File: config.mk
export PLATFORM = sky130hd
export DESIGN_NAME = paged_bump_allocator
export DESIGN_NICKNAME = d
export VERILOG_FILES = /design/src/rtl/pba_pkg.sv /design/src/rtl/paged_bump_allocator.sv
export SDC_FILE = /design/constraint.sdc
export NUM_CORES = 1
export LEC_CHECK = 0
export BUFFER_PORTS_ARGS = -buffer_cell sky130_fd_sc_hd__buf_2
export CORE_MARGIN = 3
export CORE_UTILIZATION = 60
export DETAILED_ROUTE_END_ITERATION = 7
export GPL_ROUTABILITY_DRIVEN = 0
export PLACE_DENSITY = 0.78
export SYNTH_ARGS = -nofsm -noshare
export SYNTH_HDL_FRONTEND = slang
export SYNTH_SLANG_ARGS = --single-unit
File: constraint.sdc
create_clock -name clk -period 23.2 [get_ports clk]
set_input_delay 3.48 -clock clk [delete_from_list [all_inputs] [get_ports clk]]
set_output_delay 3.48 -clock clk [all_outputs]
set_load 0.03 [all_outputs]
File: src/rtl/pba_pkg.sv
package pba_pkg;

  localparam int MaxPagesDefault = 64;

  localparam logic [31:0] PageSizeReset = 32'd2097152;

  localparam logic [1:0] OP_ALLOC   = 2'd0;
  localparam logic [1:0] OP_RELEASE = 2'd1;
  localparam logic [1:0] OP_RECYCLE = 2'd2;

  localparam logic [1:0] ST_OK       = 2'd0;
  localparam logic [1:0] ST_TOO_BIG  = 2'd1;
  localparam logic [1:0] ST_NO_PAGE  = 2'd2;
  localparam logic [1:0] ST_RESERVED = 2'd3;

endpackage

File: src/rtl/paged_bump_allocator.sv
// An accepted transaction is registered into stage s1, its result into the output
// registers once free. One transaction per cycle unless out_ready stalls; the free
// list head link is prefetched from link_mem, so a page pop never waits on a read.
// Reset (rst, synchronous): lists empty, no current page, page_size 2097152,
// both pipeline stages empty. The page link memory is not cleared.
module paged_bump_allocator
  import pba_pkg::*;
#(
  parameter int MAX_PAGES = MaxPagesDefault
) (
  input  logic        clk,
  input  logic        rst,
  input  logic        cfg_wr_en,
  input  logic [31:0] cfg_wr_data,
  input  logic        in_valid,
  output logic        in_ready,
  input  logic [1:0]  opcode,
  input  logic [31:0] size,
  input  logic [16:0] alignment,
  output logic        out_valid,
  input  logic        out_ready,
  output logic [5:0]  page_index,
  output logic [31:0] offset,
  output logic [1:0]  status
);

  localparam int PAGE_W = $clog2(MAX_PAGES);
  localparam int CNT_W  = $clog2(MAX_PAGES + 1);
  localparam int LINK_W = PAGE_W + 1;

  logic [31:0] page_size;

  logic        s1_valid;
  logic [1:0]  s1_opcode;
  logic [31:0] s1_size;
  logic [16:0] s1_align;

  logic [PAGE_W-1:0] free_head, free_head_next;
  logic              free_valid, free_valid_next;
  logic [PAGE_W-1:0] used_head, used_head_next;
  logic              used_valid, used_valid_next;
  logic [PAGE_W-1:0] used_tail, used_tail_next;
  logic              tail_valid, tail_valid_next;
  logic [CNT_W-1:0]  pages_created, pages_created_next;
  logic [PAGE_W-1:0] current_page, current_page_next;
  logic              current_valid, current_valid_next;
  logic [31:0]       fill_offset, fill_offset_next;

  logic [LINK_W-1:0] link_mem [MAX_PAGES];
  logic [LINK_W-1:0] link_rd;
  logic              mem_we;
  logic [PAGE_W-1:0] mem_waddr;
  logic [LINK_W-1:0] mem_wdata;

  logic              advance;
  logic [PAGE_W-1:0] res_page;
  logic [PAGE_W+5:0] res_page_ext;
  logic [31:0]       res_offset;
  logic [1:0]        res_status;

  logic [16:0] lowbit;
  logic [16:0] mask;
  logic [32:0] fill_ext;
  logic [32:0] aligned;
  logic [33:0] need;
  logic        too_big;
  logic        need_page;

  assign advance  = s1_valid && (!out_valid || out_ready);
  assign in_ready = !s1_valid || advance;

  always_comb begin
    lowbit = s1_align & (~s1_align + 17'd1);
    if (lowbit == 17'd0) begin
      lowbit = 17'd1;
    end
    mask     = lowbit - 17'd1;
    fill_ext = {1'b0, fill_offset} + {16'd0, mask};
    aligned  = current_valid ? (fill_ext & ~{16'd0, mask}) : 33'd0;
    need     = {1'b0, aligned} + {2'd0, s1_size};
    too_big  = s1_size > page_size;
    need_page = !current_valid || (need > {2'd0, page_size});
  end

  always_comb begin
    free_head_next     = free_head;
    free_valid_next    = free_valid;
    used_head_next     = used_head;
    used_valid_next    = used_valid;
    used_tail_next     = used_tail;
    tail_valid_next    = tail_valid;
    pages_created_next = pages_created;
    current_page_next  = current_page;
    current_valid_next = current_valid;
    fill_offset_next   = fill_offset;
    mem_we             = 1'b0;
    mem_waddr          = current_page;
    mem_wdata          = {used_valid, used_head};
    res_page           = '0;
    res_offset         = 32'd0;
    res_status         = ST_OK;

    if (advance) begin
      case (s1_opcode)
        OP_ALLOC: begin
          if (too_big) begin
            res_status = ST_TOO_BIG;
          end else if (!need_page) begin
            fill_offset_next = need[31:0];
            res_page         = current_page;
            res_offset       = aligned[31:0];
          end else if (!free_valid && pages_created >= CNT_W'(MAX_PAGES)) begin
            res_status = ST_NO_PAGE;
          end else begin
            if (free_valid) begin
              res_page        = free_head;
              free_head_next  = link_rd[PAGE_W-1:0];
              free_valid_next = link_rd[PAGE_W];
            end else begin
              res_page           = pages_created[PAGE_W-1:0];
              pages_created_next = pages_created + CNT_W'(1);
            end
            if (current_valid) begin
              mem_we          = 1'b1;
              used_head_next  = current_page;
              used_valid_next = 1'b1;
              if (!tail_valid) begin
                used_tail_next  = current_page;
                tail_valid_next = 1'b1;
              end
            end
            current_page_next  = res_page;
            current_valid_next = 1'b1;
            fill_offset_next   = s1_size;
          end
        end
        OP_RELEASE: begin
          if (current_valid) begin
            mem_we          = 1'b1;
            used_head_next  = current_page;
            used_valid_next = 1'b1;
            if (!tail_valid) begin
              used_tail_next  = current_page;
              tail_valid_next = 1'b1;
            end
          end
          current_valid_next = 1'b0;
          current_page_next  = '0;
        end
        OP_RECYCLE: begin
          if (used_valid && tail_valid) begin
            mem_we          = 1'b1;
            mem_waddr       = used_tail;
            mem_wdata       = {free_valid, free_head};
            free_head_next  = used_head;
            free_valid_next = 1'b1;
            used_valid_next = 1'b0;
            tail_valid_next = 1'b0;
            used_head_next  = '0;
            used_tail_next  = '0;
          end
        end
        default: begin
        end
      endcase
    end
  end

  assign res_page_ext = {6'd0, res_page};

  always_ff @(posedge clk) begin
    if (mem_we) begin
      link_mem[mem_waddr] <= mem_wdata;
    end
    if (mem_we && (mem_waddr == free_head_next)) begin
      link_rd <= mem_wdata;
    end else begin
      link_rd <= link_mem[free_head_next];
    end
  end

  always_ff @(posedge clk) begin
    if (rst) begin
      page_size     <= PageSizeReset;
      s1_valid      <= 1'b0;
      out_valid     <= 1'b0;
      free_head     <= '0;
      free_valid    <= 1'b0;
      used_head     <= '0;
      used_valid    <= 1'b0;
      used_tail     <= '0;
      tail_valid    <= 1'b0;
      pages_created <= '0;
      current_page  <= '0;
      current_valid <= 1'b0;
      fill_offset   <= 32'd0;
    end else begin
      if (cfg_wr_en) begin
        page_size <= cfg_wr_data;
      end
      if (in_ready) begin
        s1_valid <= in_valid;
      end
      if (advance) begin
        out_valid <= 1'b1;
      end else if (out_ready) begin
        out_valid <= 1'b0;
      end
      free_head     <= free_head_next;
      free_valid    <= free_valid_next;
      used_head     <= used_head_next;
      used_valid    <= used_valid_next;
      used_tail     <= used_tail_next;
      tail_valid    <= tail_valid_next;
      pages_created <= pages_created_next;
      current_page  <= current_page_next;
      current_valid <= current_valid_next;
      fill_offset   <= fill_offset_next;
    end
  end

  always_ff @(posedge clk) begin
    if (in_ready && in_valid) begin
      s1_opcode <= opcode;
      s1_size   <= size;
      s1_align  <= alignment;
    end
    if (advance) begin
      page_index <= res_page_ext[5:0];
      offset     <= res_offset;
      status     <= res_status;
    end
  end

endmodule

# Yosys cells after proc, flatten, opt, wreduce, memory -nomap -nowiden
# Memories as Yosys holds them, arrays and structs flattened. A register that Yosys moved wholly into a read port is not among the register bits.
# Index checks and enable logic that the tools add are counted.
[word_totals]
mem_bits_rw = 448
out_inout_bits = 42
memories = 1
ff_bits = 192
input_bits = 88
wordCells = 141
[mem_list]
columns = ["name", "words", "width", "rd", "rd_clocked_by_memory_dff", "wr", "line_no", "text"]
rows = [
  ["link_mem", 64, 7, 1, 1, 1, "paged_bump_allocator.sv:49", "logic [LINK_W-1:0] link_mem [MAX_PAGES];"],
]
[classes]
bitwise = 9
magnitude_cmp = 3
n_reduce_logical = 25
n_mux = 71
n_addsub = 5
n_eq_ne = 7
[ops]
columns = ["op", "n"]
rows = [
  ["6-bit 2-to-1 mux", 25],
  ["32-bit 2-to-1 mux", 2],
  ["6-bit case mux with 3 select lines", 2],
  ["33-bit by 32-bit adder with 34-bit output", 1],
  ["34-bit by 32-bit greater-than comparator with 1-bit output", 1],
  ["32-bit by 17-bit adder with 33-bit output", 1],
  ["33-bit AND", 1],
  ["33-bit 2-to-1 mux", 1],
  ["17-bit inverter with 33-bit output", 1],
  ["32-bit greater-than comparator", 1],
  ["1-bit 2-to-1 mux", 29],
  ["6-bit case mux with 2 select lines", 2],
  ["7-bit 2-to-1 mux", 3],
  ["6-bit AND reduction", 3],
  ["17-bit by 1-bit adder with 17-bit output (second input constant)", 1],
  ["17-bit AND", 1],
  ["17-bit logical NOT", 1],
  ["17-bit 2-to-1 mux", 1],
  ["17-bit inverter", 1],
  ["17-bit by 1-bit subtractor with 17-bit output (second input constant)", 1],
  ["2-bit inequality test (second input constant)", 5],
  ["1-bit case mux with 3 select lines", 3],
  ["7-bit by 1-bit adder with 7-bit output (second input constant)", 1],
  ["7-bit >= comparator (second input constant)", 1],
  ["15 further kinds", 31],
]

# Longest topological paths before layout
# Gate-level depths: netlist of run 1.
[logic_depth]
ltp_word = 18
mapped_depth = 42
mapped_depth_nobuf = 40

# Least setup slack after synthesis of run 1
# OpenSTA, ideal clock, no wires.
[synth_path]
path_type = "reg2reg"
start = "register s1_align[5]"
end = "memory link_mem[10][0] in the netlist's numbering (enable)"
required_ns = 22.820
setup_slack_ns = 14.369
path_stages_with_launch = 38
path_buffers = 1
period_less_slack_ns = 8.831
t_arrival_ns = 8.450
setup_time_ns = 0.380
cell_sequence = "edfxtp_1 or4_4 or4b_4 nor2_1 or2_2 inv_1 ha_1 or3_1 nor2_1 a32o_1 ha_1 a21o_1 a21o_2 a21o_1 a221oi_1 o211ai_1 o211ai_2 nor3b_2 [2 not listed] nor2_1 ha_1 or3_1 o21ai_0 a21oi_1 a221o_1 a31oi_2 xnor2_1 ha_1 nand4_1 nor4_1 o21ai_0 a31oi_1 or3_1 o221a_2 a21oi_2 buf_2 nor3_1"
[synth_between]
elab_chain_cells = 18
word_cells_on_any_way = 19
cone_classes = "add/sub: 4; order compare: 1; mux: 8; bitwise: 4; reduce/logical: 2"
[synth_rtl]
columns = ["item", "line_no", "text"]
rows = [
  ["from (decl)", "paged_bump_allocator.sv:36", "logic [16:0] s1_align;"],
  ["from (signal assigned)", "paged_bump_allocator.sv:226", "s1_align <= alignment;"],
  ["17-bit inverter", "paged_bump_allocator.sv:73", "lowbit = s1_align & (~s1_align + 17'd1);"],
  ["17-bit by 1-bit adder with 17-bit output", "paged_bump_allocator.sv:73", ""],
  ["17-bit AND *", "paged_bump_allocator.sv:73", ""],
  ["17-bit logical NOT", "paged_bump_allocator.sv:74", "if (lowbit == 17'd0) begin"],
  ["17-bit 2-to-1 mux *", "paged_bump_allocator.sv:74", ""],
  ["17-bit by 1-bit subtractor with 17-bit output *", "paged_bump_allocator.sv:77", "mask = lowbit - 17'd1;"],
  ["32-bit by 17-bit adder with 33-bit output *", "paged_bump_allocator.sv:78", "fill_ext = {1'b0, fill_offset} + {16'd0, mask};"],
  ["33-bit AND *", "paged_bump_allocator.sv:79", "aligned = current_valid ? (fill_ext & ~{16'd0, mask}) : 33'd0;"],
  ["[1 not listed]", "n/a", ""],
  ["net aligned[23]", "paged_bump_allocator.sv:64", "logic [32:0] aligned;"],
  ["[1 not listed]", "n/a", ""],
  ["34-bit by 32-bit greater-than comparator with 1-bit output *", "paged_bump_allocator.sv:82", "need_page = !current_valid || (need > {2'd0, page_size});"],
  ["1-bit logical OR *", "paged_bump_allocator.sv:82", ""],
  ["1-bit 2-to-1 mux *", "paged_bump_allocator.sv:108", "end else if (!need_page) begin"],
  ["1-bit 2-to-1 mux *", "paged_bump_allocator.sv:106", "if (too_big) begin"],
  ["1-bit case mux with 3 select lines *", "paged_bump_allocator.sv:104", "case (s1_opcode)"],
  ["1-bit 2-to-1 mux *", "paged_bump_allocator.sv:103", "if (advance) begin"],
  ["1-bit 2-to-1 mux *", "paged_bump_allocator.sv:172", "if (mem_we) begin"],
  ["1-bit 2-to-1 mux (not written as such) *", "paged_bump_allocator.sv:173", "link_mem[mem_waddr] <= mem_wdata;"],
  ["to (decl)", "paged_bump_allocator.sv:49", ""],
]
# The timed path passes the listed nets; every way through them passes the cells marked *.

# Worst setup path in the final report of run 1
[layout_path]
start = "register s1_align[5]"
end = "memory link_mem[56][2] in the netlist's numbering (enable)"
[layout_between]
elab_chain_cells = 18
word_cells_on_any_way = 19
cone_classes = "add/sub: 4; order compare: 1; mux: 8; bitwise: 4; reduce/logical: 2"
[layout_rtl]
columns = ["item", "line_no"]
rows = [
  ["17-bit inverter", "paged_bump_allocator.sv:73"],
  ["17-bit by 1-bit adder with 17-bit output", "paged_bump_allocator.sv:73"],
  ["17-bit AND *", "paged_bump_allocator.sv:73"],
  ["17-bit logical NOT", "paged_bump_allocator.sv:74"],
  ["17-bit 2-to-1 mux *", "paged_bump_allocator.sv:74"],
  ["17-bit by 1-bit subtractor with 17-bit output *", "paged_bump_allocator.sv:77"],
  ["32-bit by 17-bit adder with 33-bit output or 17-bit inverter with 33-bit output (tied branches)", "paged_bump_allocator.sv:78, paged_bump_allocator.sv:79"],
  ["33-bit AND *", "paged_bump_allocator.sv:79"],
  ["[1 not listed]", "n/a"],
  ["net aligned[12]", "paged_bump_allocator.sv:64"],
  ["[1 not listed]", "n/a"],
  ["34-bit by 32-bit greater-than comparator with 1-bit output *", "paged_bump_allocator.sv:82"],
  ["1-bit logical OR *", "paged_bump_allocator.sv:82"],
  ["1-bit 2-to-1 mux *", "paged_bump_allocator.sv:108"],
  ["1-bit 2-to-1 mux *", "paged_bump_allocator.sv:106"],
  ["1-bit case mux with 3 select lines *", "paged_bump_allocator.sv:104"],
  ["1-bit 2-to-1 mux *", "paged_bump_allocator.sv:103"],
  ["1-bit 2-to-1 mux *", "paged_bump_allocator.sv:172"],
  ["1-bit 2-to-1 mux (not written as such) *", "paged_bump_allocator.sv:173"],
]
# Marks and branches as above.

==> results of run 1 <==
[logic make-up (layout without fill, tap and decap cells)]
kind of cell	Yosys count	in the layout	synth area share (%)
flops	646	646	61.0
simple gates	581	581	9.56
compound gates	367	367	8.28
mux	195	195	12.1
buf+inv	184	343	2.45
fa+ha+maj	117	117	4.92
xor+xnor	56	56	1.66
[worst paths after layout]
check	to	slack (ns)	from
setup / recovery	link_mem[56][2]	12.01	s1_align[5]
hold / removal	used_tail[4]	0.48	used_tail[4]
setup reg to reg	link_mem[56][2]	12.01	s1_align[5]
hold reg to reg	used_tail[4]	0.48	used_tail[4]
[stage by stage]
stage               setup slack (ns)  cell area, um^2  utilization [%]
floorplan                      14.37            30000                -
global placement               12.87            31300             63.6
detailed placement             12.48            31300             63.6
CTS                            12.30            33700             68.5
global route                   11.57            33700             68.5
finish                         12.01            33700             68.5
[layer usage]
metal / vias to the layer above / global-route usage [%] / part of all wire [%]
met1: 9903 / 42.1 / 38
met4: 0 / 10.6 / 3.6
met5: - / 0 / 0
met2: 1302 / 48.5 / 47
li1: 8655 / - / -
met3: 204 / 7.35 / 11
[registers in the layout, indices dropped and copies added, names as in the netlist, 7 cells and up, named ones only]
signal / cells
fill_offset: 32
link_mem: 448
offset: 32
page_size: 32
pages_created: 7
s1_align: 17
s1_size: 32
[power breakdown]
group | internal (uW) | switching [uW]
combinational | 37.2 | 62.8
sequential | 1250 | 11.3
clock | 696 | 475
[critical path, delay by kind of cell, from the launching register on]
family,cells,cell delay [ns]
flip-flops,1,0.47
AO/OA/AOI/OAI,16,3.96
XOR/XNOR,2,0.27
adder cells (fa/ha/maj),4,1.14
AND/OR/NAND/NOR,13,4.32
buffers and inverters,3,0.58
[final cells by class]
| type | count | area (um^2) |
|---|---|---|
| Clock buffer | 77 | 1750 |
| Tap cell | 664 | 831 |
| Timing Repair Buffer | 144 | 758 |
| Multi-Input combinational cell | 1316 | 11100 |
| Sequential cell | 646 | 18300 |
| Inverter | 76 | 285 |
| Clock inverter | 46 | 656 |
| Fill cell | 3229 | 15500 |
[cells in the final DEF, fill, tap and decap left out, types with 57 or more instances in the layout]
master | synthesis | layout
a21oi_1 | 75 | 74
buf_2 | 24 | 129
clkbuf_16 | 0 | 68
dfxtp_1 | 107 | 104
edfxtp_1 | 539 | 539
ha_1 | 115 | 115
inv_1 | 74 | 74
mux2i_1 | 57 | 57
mux4_2 | 135 | 135
nand2_1 | 107 | 101
nor2_1 | 148 | 148
nor3_1 | 122 | 121
o21ai_0 | 80 | 80
==> flow_summary.json, run 1 <==
{
  "status": "completed",
  "synth_most_common_cell": "edfxtp_1",
  "clk_latency_ns": 0.62,
  "synthTopCellsByCount": "539 x edfxtp_1, 148 x nor2_1, 135 x mux4_2, 122 x nor3_1, 115 x ha_1",
  "vdd_drop_max_uv": 68.4,
  "synthToLayoutAreaGrowth_pct": 12.1,
  "cp.required_ns": 23.42,
  "slowest_stage": "nor3_1",
  "fmax_mhz": 89.4,
  "p_per_area_nw_per_um2": 75.3,
  "path_max_fanout": 70,
  "start_kind": "flop",
  "tns_ns": 0,
  "syn_area_per_cell_um2": 14.0,
  "synthesis.nets": 2351,
  "post_cts_buffers": 0,
  "fin_cells": 2969,
  "max_slew.worst_pin.slew_ns": 1.22,
  "dr.pass1.iters": 6,
  "io_pins": 130,
  "period_minus_slack_ns": 11.19,
  "syn_inst": 2146,
  "synth_area_leaders": "edfxtp_1 54%, mux4_2 10%, dfxtp_1 7.1%, ha_1 4.8%, nor3_1 2.0%",
  "setup-violations-final": 0,
  "rsz0062_at_grt": "false",
  "leakagePower_uw": 0.0121,
  "maxCapViolations": 0,
  "hold_viol": 0,
  "drt_iter0_drc": 2617,
  "drcViolationCount": 0,
  "cts_max_path_buffers": 3,
  "die_x_um": 230,
  "cp-end-kind": "flop",
  "ctsHtreeMaxLevel": 3,
  "min_period_over_period_pct": 48.2,
  "die-area_um2": 52800,
  "vias_per_cell": 6.76,
  "synth_top_area_share_pct": 53.9,
  "dp_hpwl_um": 50600,
  "wire_per_inst_um": 27.1,
  "port_buffers": 129,
  "layout.nets": 2457,
  "grtUsageTotal_pct": 30.6,
  "tritoncts": "built",
  "clock_skew_ns": 0.0320,
  "synthFlopType": "edfxtp_1",
  "grt_first_pass_wirelength_um": 122000,
  "maxSlewViolCount": 0,
  "critPathKind": "flop to flop",
  "drive_above_1_share_pct": 19.4,
  "placed_cells": 2846,
  "antenna_cells": 0,
  "maxSlewHeadroom_pct": 16.1,
  "cts.sinks": 646,
  "worstPathArrival_ns": 11.41,
  "cts_root_buf": "clkbuf_16",
  "r2r_cells": 38,
  "vias": 20100,
  "async_reset_ff_share_pct": 0,
  "cts_hold_buffers": 0,
  "rows": 81,
  "critPathMaxStageDelay_ns": 1.04,
  "synth_edf_count": 539,
  "antenna_found_initial": 0,
  "die_h_um": 230,
  "synth-warning-count": 0,
  "numCtsBuffers": 68,
  "grt_max_degree": 75,
  "synth.distinct_cells": 88,
  "clkSlewWorstSetupHoldPaths_ns": 0.06,
  "globalRouteOverflowTotal": 0,
  "synth_area_um2": 30000,
  "whs_ns": 0.476,
  "wl_um": 80500,
  "yosysTopAreaCell": "edfxtp_1",
  "ys_ff_latch": 646,
  "ys_seq_area_share_pct": 61.0,
  "ctsResizeCount": 0,
  "grt_pass1_vias": 19900,
  "ant_nets": 0,
  "whs_path_depth": 2,
  "hold_path_class": "flop to flop",
  "initial_core_util_pct": 61.1,
  "coreArea_um2": 49200,
  "power_uw": 2540
}
No activity file was read; power rests on OpenSTA's default activity.
==> inputs of run 2 (changes only) <==
==> constraint.sdc (replaced) <==
create_clock -name clk -period 10.5 [get_ports clk]
set_input_delay 1.575 -clock clk [delete_from_list [all_inputs] [get_ports clk]]
set_output_delay 1.575 -clock clk [all_outputs]
set_load 0.03 [all_outputs]
==> flow_summary.json, run 2 (same netlist as run 1, synthesis figures left out) <==
{
  "die_x_um": 230,
  "top_register": "link_mem",
  "tns_ns": 0,
  "grt_max_degree": 65,
  "fin_util_pct": 69.8,
  "fmax_mhz": 101,
  "gr-usage-met1_pct": 42.0,
  "grtUsageTotal_pct": 29.2,
  "drive_above_1_share_pct": 22.3,
  "synthToLayoutAreaGrowth_pct": 14.3,
  "start_kind": "flop",
  "grt-busiest-layer": "met2",
  "cts.sinks": 646,
  "wire_per_inst_um": 26.7,
  "maxSlewViolCount": 0,
  "cp_top_family": "simple AND/OR/NAND/NOR gates",
  "setup-violations-final": 0,
  "tritoncts": "built",
  "wl_um": 79900,
  "antenna_found_initial": 0,
  "ctsHtreeMaxLevel": 3,
  "path_max_fanout": 12,
  "critPathMaxStageDelay_ns": 0.58,
  "slowest_stage": "or4_4",
  "worstPathArrival_ns": 10.17,
  "dp_hpwl_um": 49600,
  "die_h_um": 230,
  "p_per_area_nw_per_um2": 159,
  "cp.required_ns": 10.74,
  "globalRouteOverflowTotal": 0,
  "cts_hold_buffers": 0,
  "cp-end-kind": "flop",
  "die-area_um2": 52800,
  "grt_pass1_vias": 19500,
  "period_minus_slack_ns": 9.94,
  "coreArea_um2": 49200,
  "maxCapViolations": 0,
  "clock_skew_ns": 0.0327,
  "maxSlewHeadroom_pct": 12.7,
  "antenna_cells": 0,
  "clkSlewWorstSetupHoldPaths_ns": 0.06,
  "max_slew.worst_pin.slew_ns": 1.31,
  "mostFrequentLayoutCells": "539 x edfxtp_1, 148 x nor2_1, 135 x mux4_2",
  "drt_iter0_drc": 2775,
  "hold_viol": 0,
  "vdd_drop_max_uv": 178,
  "drcViolationCount": 0,
  "vias": 20100,
  "status": "completed",
  "min_period_over_period_pct": 94.6,
  "dr.pass1.iters": 7,
  "rows": 81,
  "clk_latency_ns": 0.61,
  "cts_root_buf": "clkbuf_16",
  "leakagePower_uw": 0.0127,
  "ant_nets": 0,
  "numCtsBuffers": 66,
  "cts_max_path_buffers": 3,
  "largest_reg_flops": 448,
  "vias_per_cell": 6.73,
  "hold_path_class": "flop to flop",
  "worst-path-buf-inv": 2,
  "whs_ns": 0.469,
  "initial_core_util_pct": 61.1,
  "port_buffers": 129,
  "io_pins": 130,
  "grt_first_pass_wirelength_um": 119000,
  "critPathKind": "flop to flop",
  "layout.nets": 2487,
  "rsz0062_at_grt": "false",
  "met2_usage_pct": 44.9,
  "final_common_cell": "edfxtp_1",
  "grt_use_met3_pct": 7.20
}
run 2: final timing paths:
kind	start	endpoint	slack, ns	cells after the start
setup / recovery	s1_align[5]	link_mem[12][6]	0.56	37
setup reg to reg	s1_align[5]	link_mem[12][6]	0.56	37
hold / removal	used_tail[4]	used_tail[4]	0.47	2
hold reg to reg	used_tail[4]	used_tail[4]	0.47	2
run 2: metrics by stage:
stage                     total power, uW  instances  setup WS (ns)  area, um^2
final                                5450       2993          0.564       34300
after global routing                 5590       2993         0.0112       34300
after CTS                            5460       2988         0.0594       33700
after detailed placement             3060       2873          0.125       31500
after global placement               3060       2873          0.462       31500
after floorplan                      2990       2146           1.67       30000
run 2: final cells by class:
class,count,area (um^2)
inverter,76,285
fill,3177,14800
clock inverter,26,354
timing repair buffer,175,1060
multi-input combinational,1317,11600
sequential,646,18300
tap,664,831
clock buffer,89,1860
run 2: timing repair:
item                                    4_1_cts  5_1_grt
setup buffers                                 0        1
endpoints found under the setup margin        0      501
endpoints found under the hold margin         0        0
resized for setup                             0      108
run 2: per-layer routing:
metal	wire length [um]	vias to the layer above	share of wire (%)
met2	37200	1297	47
met4	2830	0	3.5
met1	31100	9914	39
met3	8760	213	11
li1	-	8711	-
met5	0	-	0
run 2: where the power goes:
part | switching (uW) | internal (uW) | total, uW
Clock | 986 | 1450 | 2430
Combinational | 139 | 82.1 | 221
Sequential | 24.0 | 2770 | 2800
run 2: worst reg2reg max path: cells and delay by family (launching register included):
family	cells	cell delay, ns
and+or+nand+nor	14	4.06
AOI/OAI and AO/OA	15	3.23
adders and majority gates	4	1.21
DFF	1	0.46
buffers and inverters	2	0.34
xor gates and xnor gates	2	0.28
==> inputs of run 3 (changes only) <==
--- a/config.mk
+++ b/config.mk
@@ -7,10 +7,10 @@
 export LEC_CHECK = 0
 export BUFFER_PORTS_ARGS = -buffer_cell sky130_fd_sc_hd__buf_2
 export CORE_MARGIN = 3
-export CORE_UTILIZATION = 60
+export CORE_UTILIZATION = 62
 export DETAILED_ROUTE_END_ITERATION = 7
 export GPL_ROUTABILITY_DRIVEN = 0
-export PLACE_DENSITY = 0.78
+export PLACE_DENSITY = 0.8
 export SYNTH_ARGS = -nofsm -noshare
 export SYNTH_HDL_FRONTEND = slang
 export SYNTH_SLANG_ARGS = --single-unit
==> constraint.sdc (replaced) <==
create_clock -name clk -period 11.1 [get_ports clk]
set_input_delay 1.665 -clock clk [delete_from_list [all_inputs] [get_ports clk]]
set_output_delay 1.665 -clock clk [all_outputs]
set_load 0.03 [all_outputs]
==> flow_summary.json, run 3 (same netlist as run 1, synthesis figures left out) <==
{
  "largest_reg_flops": 448,
  "tritoncts": "built",
  "antenna_cells": 0,
  "maxSlewHeadroom_pct": 10.1,
  "critPathMaxStageDelay_ns": 1.01,
  "grt_first_pass_wirelength_um": 120000,
  "cp_top_family": "simple AND/OR/NAND/NOR gates",
  "dp_hpwl_um": 50000,
  "clkSlewWorstSetupHoldPaths_ns": 0.06,
  "intPower_uw": 4000,
  "wire_per_inst_um": 27.1,
  "vias": 20300,
  "p_sw_uw": 1070,
  "cts_hold_buffers": 0,
  "multi_input_area_um2": 11300,
  "cp_num_cells": 37,
  "fin_util_pct": 70.3,
  "violations": "design-rule violations",
  "cp.required_ns": 11.31,
  "vias_per_cell": 6.92,
  "min_period_over_period_pct": 97.6,
  "p_per_area_nw_per_um2": 151,
  "grtUsageTotal_pct": 31.3,
  "die_x_um": 226,
  "reg2reg_to": "link_mem[17][2]",
  "cts_root_buf": "clkbuf_16",
  "cpMostUsedCell": "ha_1",
  "pwr-share-clk_pct": 43.7,
  "cts_max_path_buffers": 3,
  "grt_max_degree": 65,
  "cp-end-kind": "flop",
  "port_buffers": 129,
  "setup-violations-final": 0,
  "r2r_cells": 37,
  "register_area_um2": 18300,
  "initial_core_util_pct": 62.8,
  "min_to": "used_tail[4]",
  "r2r_setup_slack_ns": 0.27,
  "vdd_drop_max_uv": 134,
  "wl_um": 79500,
  "rsz0062_at_grt": "true",
  "mostFrequentLayoutCells": "539 x edfxtp_1, 148 x nor2_1, 135 x mux4_2",
  "period_minus_slack_ns": 10.83,
  "clk_latency_ns": 0.60,
  "power_frac_comb_pct": 4.1,
  "r2r-start": "s1_align[5]",
  "dr.pass1.iters": 8,
  "drive_above_1_share_pct": 20.1,
  "whs_path_depth": 2,
  "power_frac_seq_pct": 52.2,
  "slowest_stage": "nor3_1",
  "numCtsBuffers": 66,
  "hold_viol": 0,
  "ctsHtreeMaxLevel": 3,
  "hold_path_class": "flop to flop",
  "whs_ns": 0.486,
  "die-area_um2": 51100,
  "worstPathArrival_ns": 11.04,
  "drt_iter0_drc": 2938,
  "synthToLayoutAreaGrowth_pct": 11.9,
  "start_kind": "flop",
  "layout.nets": 2467,
  "critPathKind": "flop to flop",
  "io_pins": 130,
  "globalRouteOverflowTotal": 0,
  "leakagePower_uw": 0.0121,
  "die_h_um": 226,
  "ant_nets": 0,
  "antenna_found_initial": 1,
  "rows": 80,
  "maxSlewViolCount": 0,
  "drcViolationCount": 4,
  "status": "finished with violations",
  "maxCapViolations": 0,
  "fill_cells": 3090,
  "final_common_cell": "edfxtp_1",
  "path_max_fanout": 52,
  "coreArea_um2": 47800,
  "cts.sinks": 646,
  "min_from": "used_tail[4]",
  "p_sw_share_pct": 21.2,
  "fmax_mhz": 92.3,
  "max_slew.worst_pin.slew_ns": 1.34,
  "grt_pass1_vias": 19600,
  "top_register": "link_mem",
  "clock_skew_ns": 0.0297,
  "worst-path-buf-inv": 2
}
run 3: cell types whose count changed in the layout (fill, tap and decap cells not counted), moves of 2 or more:
cell       change
nor3_4        -31
nor3_1        +27
buf_4         -14
clkinv_1       +7
clkbuf_16      -6
nor3_2         +4
buf_12         -2
clkbuf_1       +2
run 3: how the worst max path moves through the flow:
stage	from	endpoint	slack (ns)
4_1_cts	s1_align[5]	link_mem[25][2]	0.23
6_report	s1_align[5]	link_mem[17][2]	0.27
2_1_floorplan	s1_align[5]	link_mem[10][0]	2.27
5_1_grt	s1_align[5]	link_mem[17][2]	-0.16
3_3_place_gp	s1_align[5]	link_mem[28][3]	0.87
3_5_place_dp	s1_align[5]	link_mem[13][0]	0.36
run 3: repair_timing:
| item | 4_1_cts | 5_1_grt |
|---|---|---|
| buffers inserted | 0 | 0 |
| endpoints found under the setup margin | 0 | 434 |
| resized for setup | 0 | 39 |
| endpoints found under the hold margin | 0 | 0 |
run 3: power by group through the flow:
stage	Combinational, uW	Sequential [uW]	Clock (uW)
3_3_place_gp	196	2700	0
2_1_floorplan	130	2700	0
5_1_grt	230	2650	2330
3_5_place_dp	203	2700	0
6_report	210	2640	2220
4_1_cts	206	2640	2230
run 3: layout make-up:
cell class / instances / share of cell area, %
Inverter: 76 / 0.848
Sequential cell: 646 / 54.5
Timing Repair Buffer: 156 / 2.53
Tap cell: 615 / 2.29
Clock inverter: 31 / 1.02
Multi-Input combinational cell: 1316 / 33.5
Clock buffer: 88 / 5.31
run 3: tightest hold or removal path: stages (launching register included):
cell,delay (ns)
dfxtp_1,0.32
nand2_1,0.06
o32ai_1,0.06
run 3: layer usage:
layer / wire [um] / share of wire [%] / GRT usage [%]
met5: 13 / 0.016 / 0
met4: 2620 / 3.3 / 9.82
met3: 8650 / 11 / 6.86
met2: 37800 / 48 / 49.4
met1: 30400 / 38 / 44.3
run 3: stage by stage:
stage | instances | power [uW] | setup slack, ns | instance area, um^2 | TNS [ns]
global route | 2928 | 5210 | -0.159 | 33600 | -17.36
detailed placement | 2809 | 2900 | 0.360 | 31300 | 0
CTS | 2928 | 5080 | 0.226 | 33400 | 0
finish | 2928 | 5070 | 0.268 | 33600 | 0
global placement | 2809 | 2890 | 0.874 | 31300 | 0
floorplan | 2146 | 2830 | 2.27 | 30000 | 0
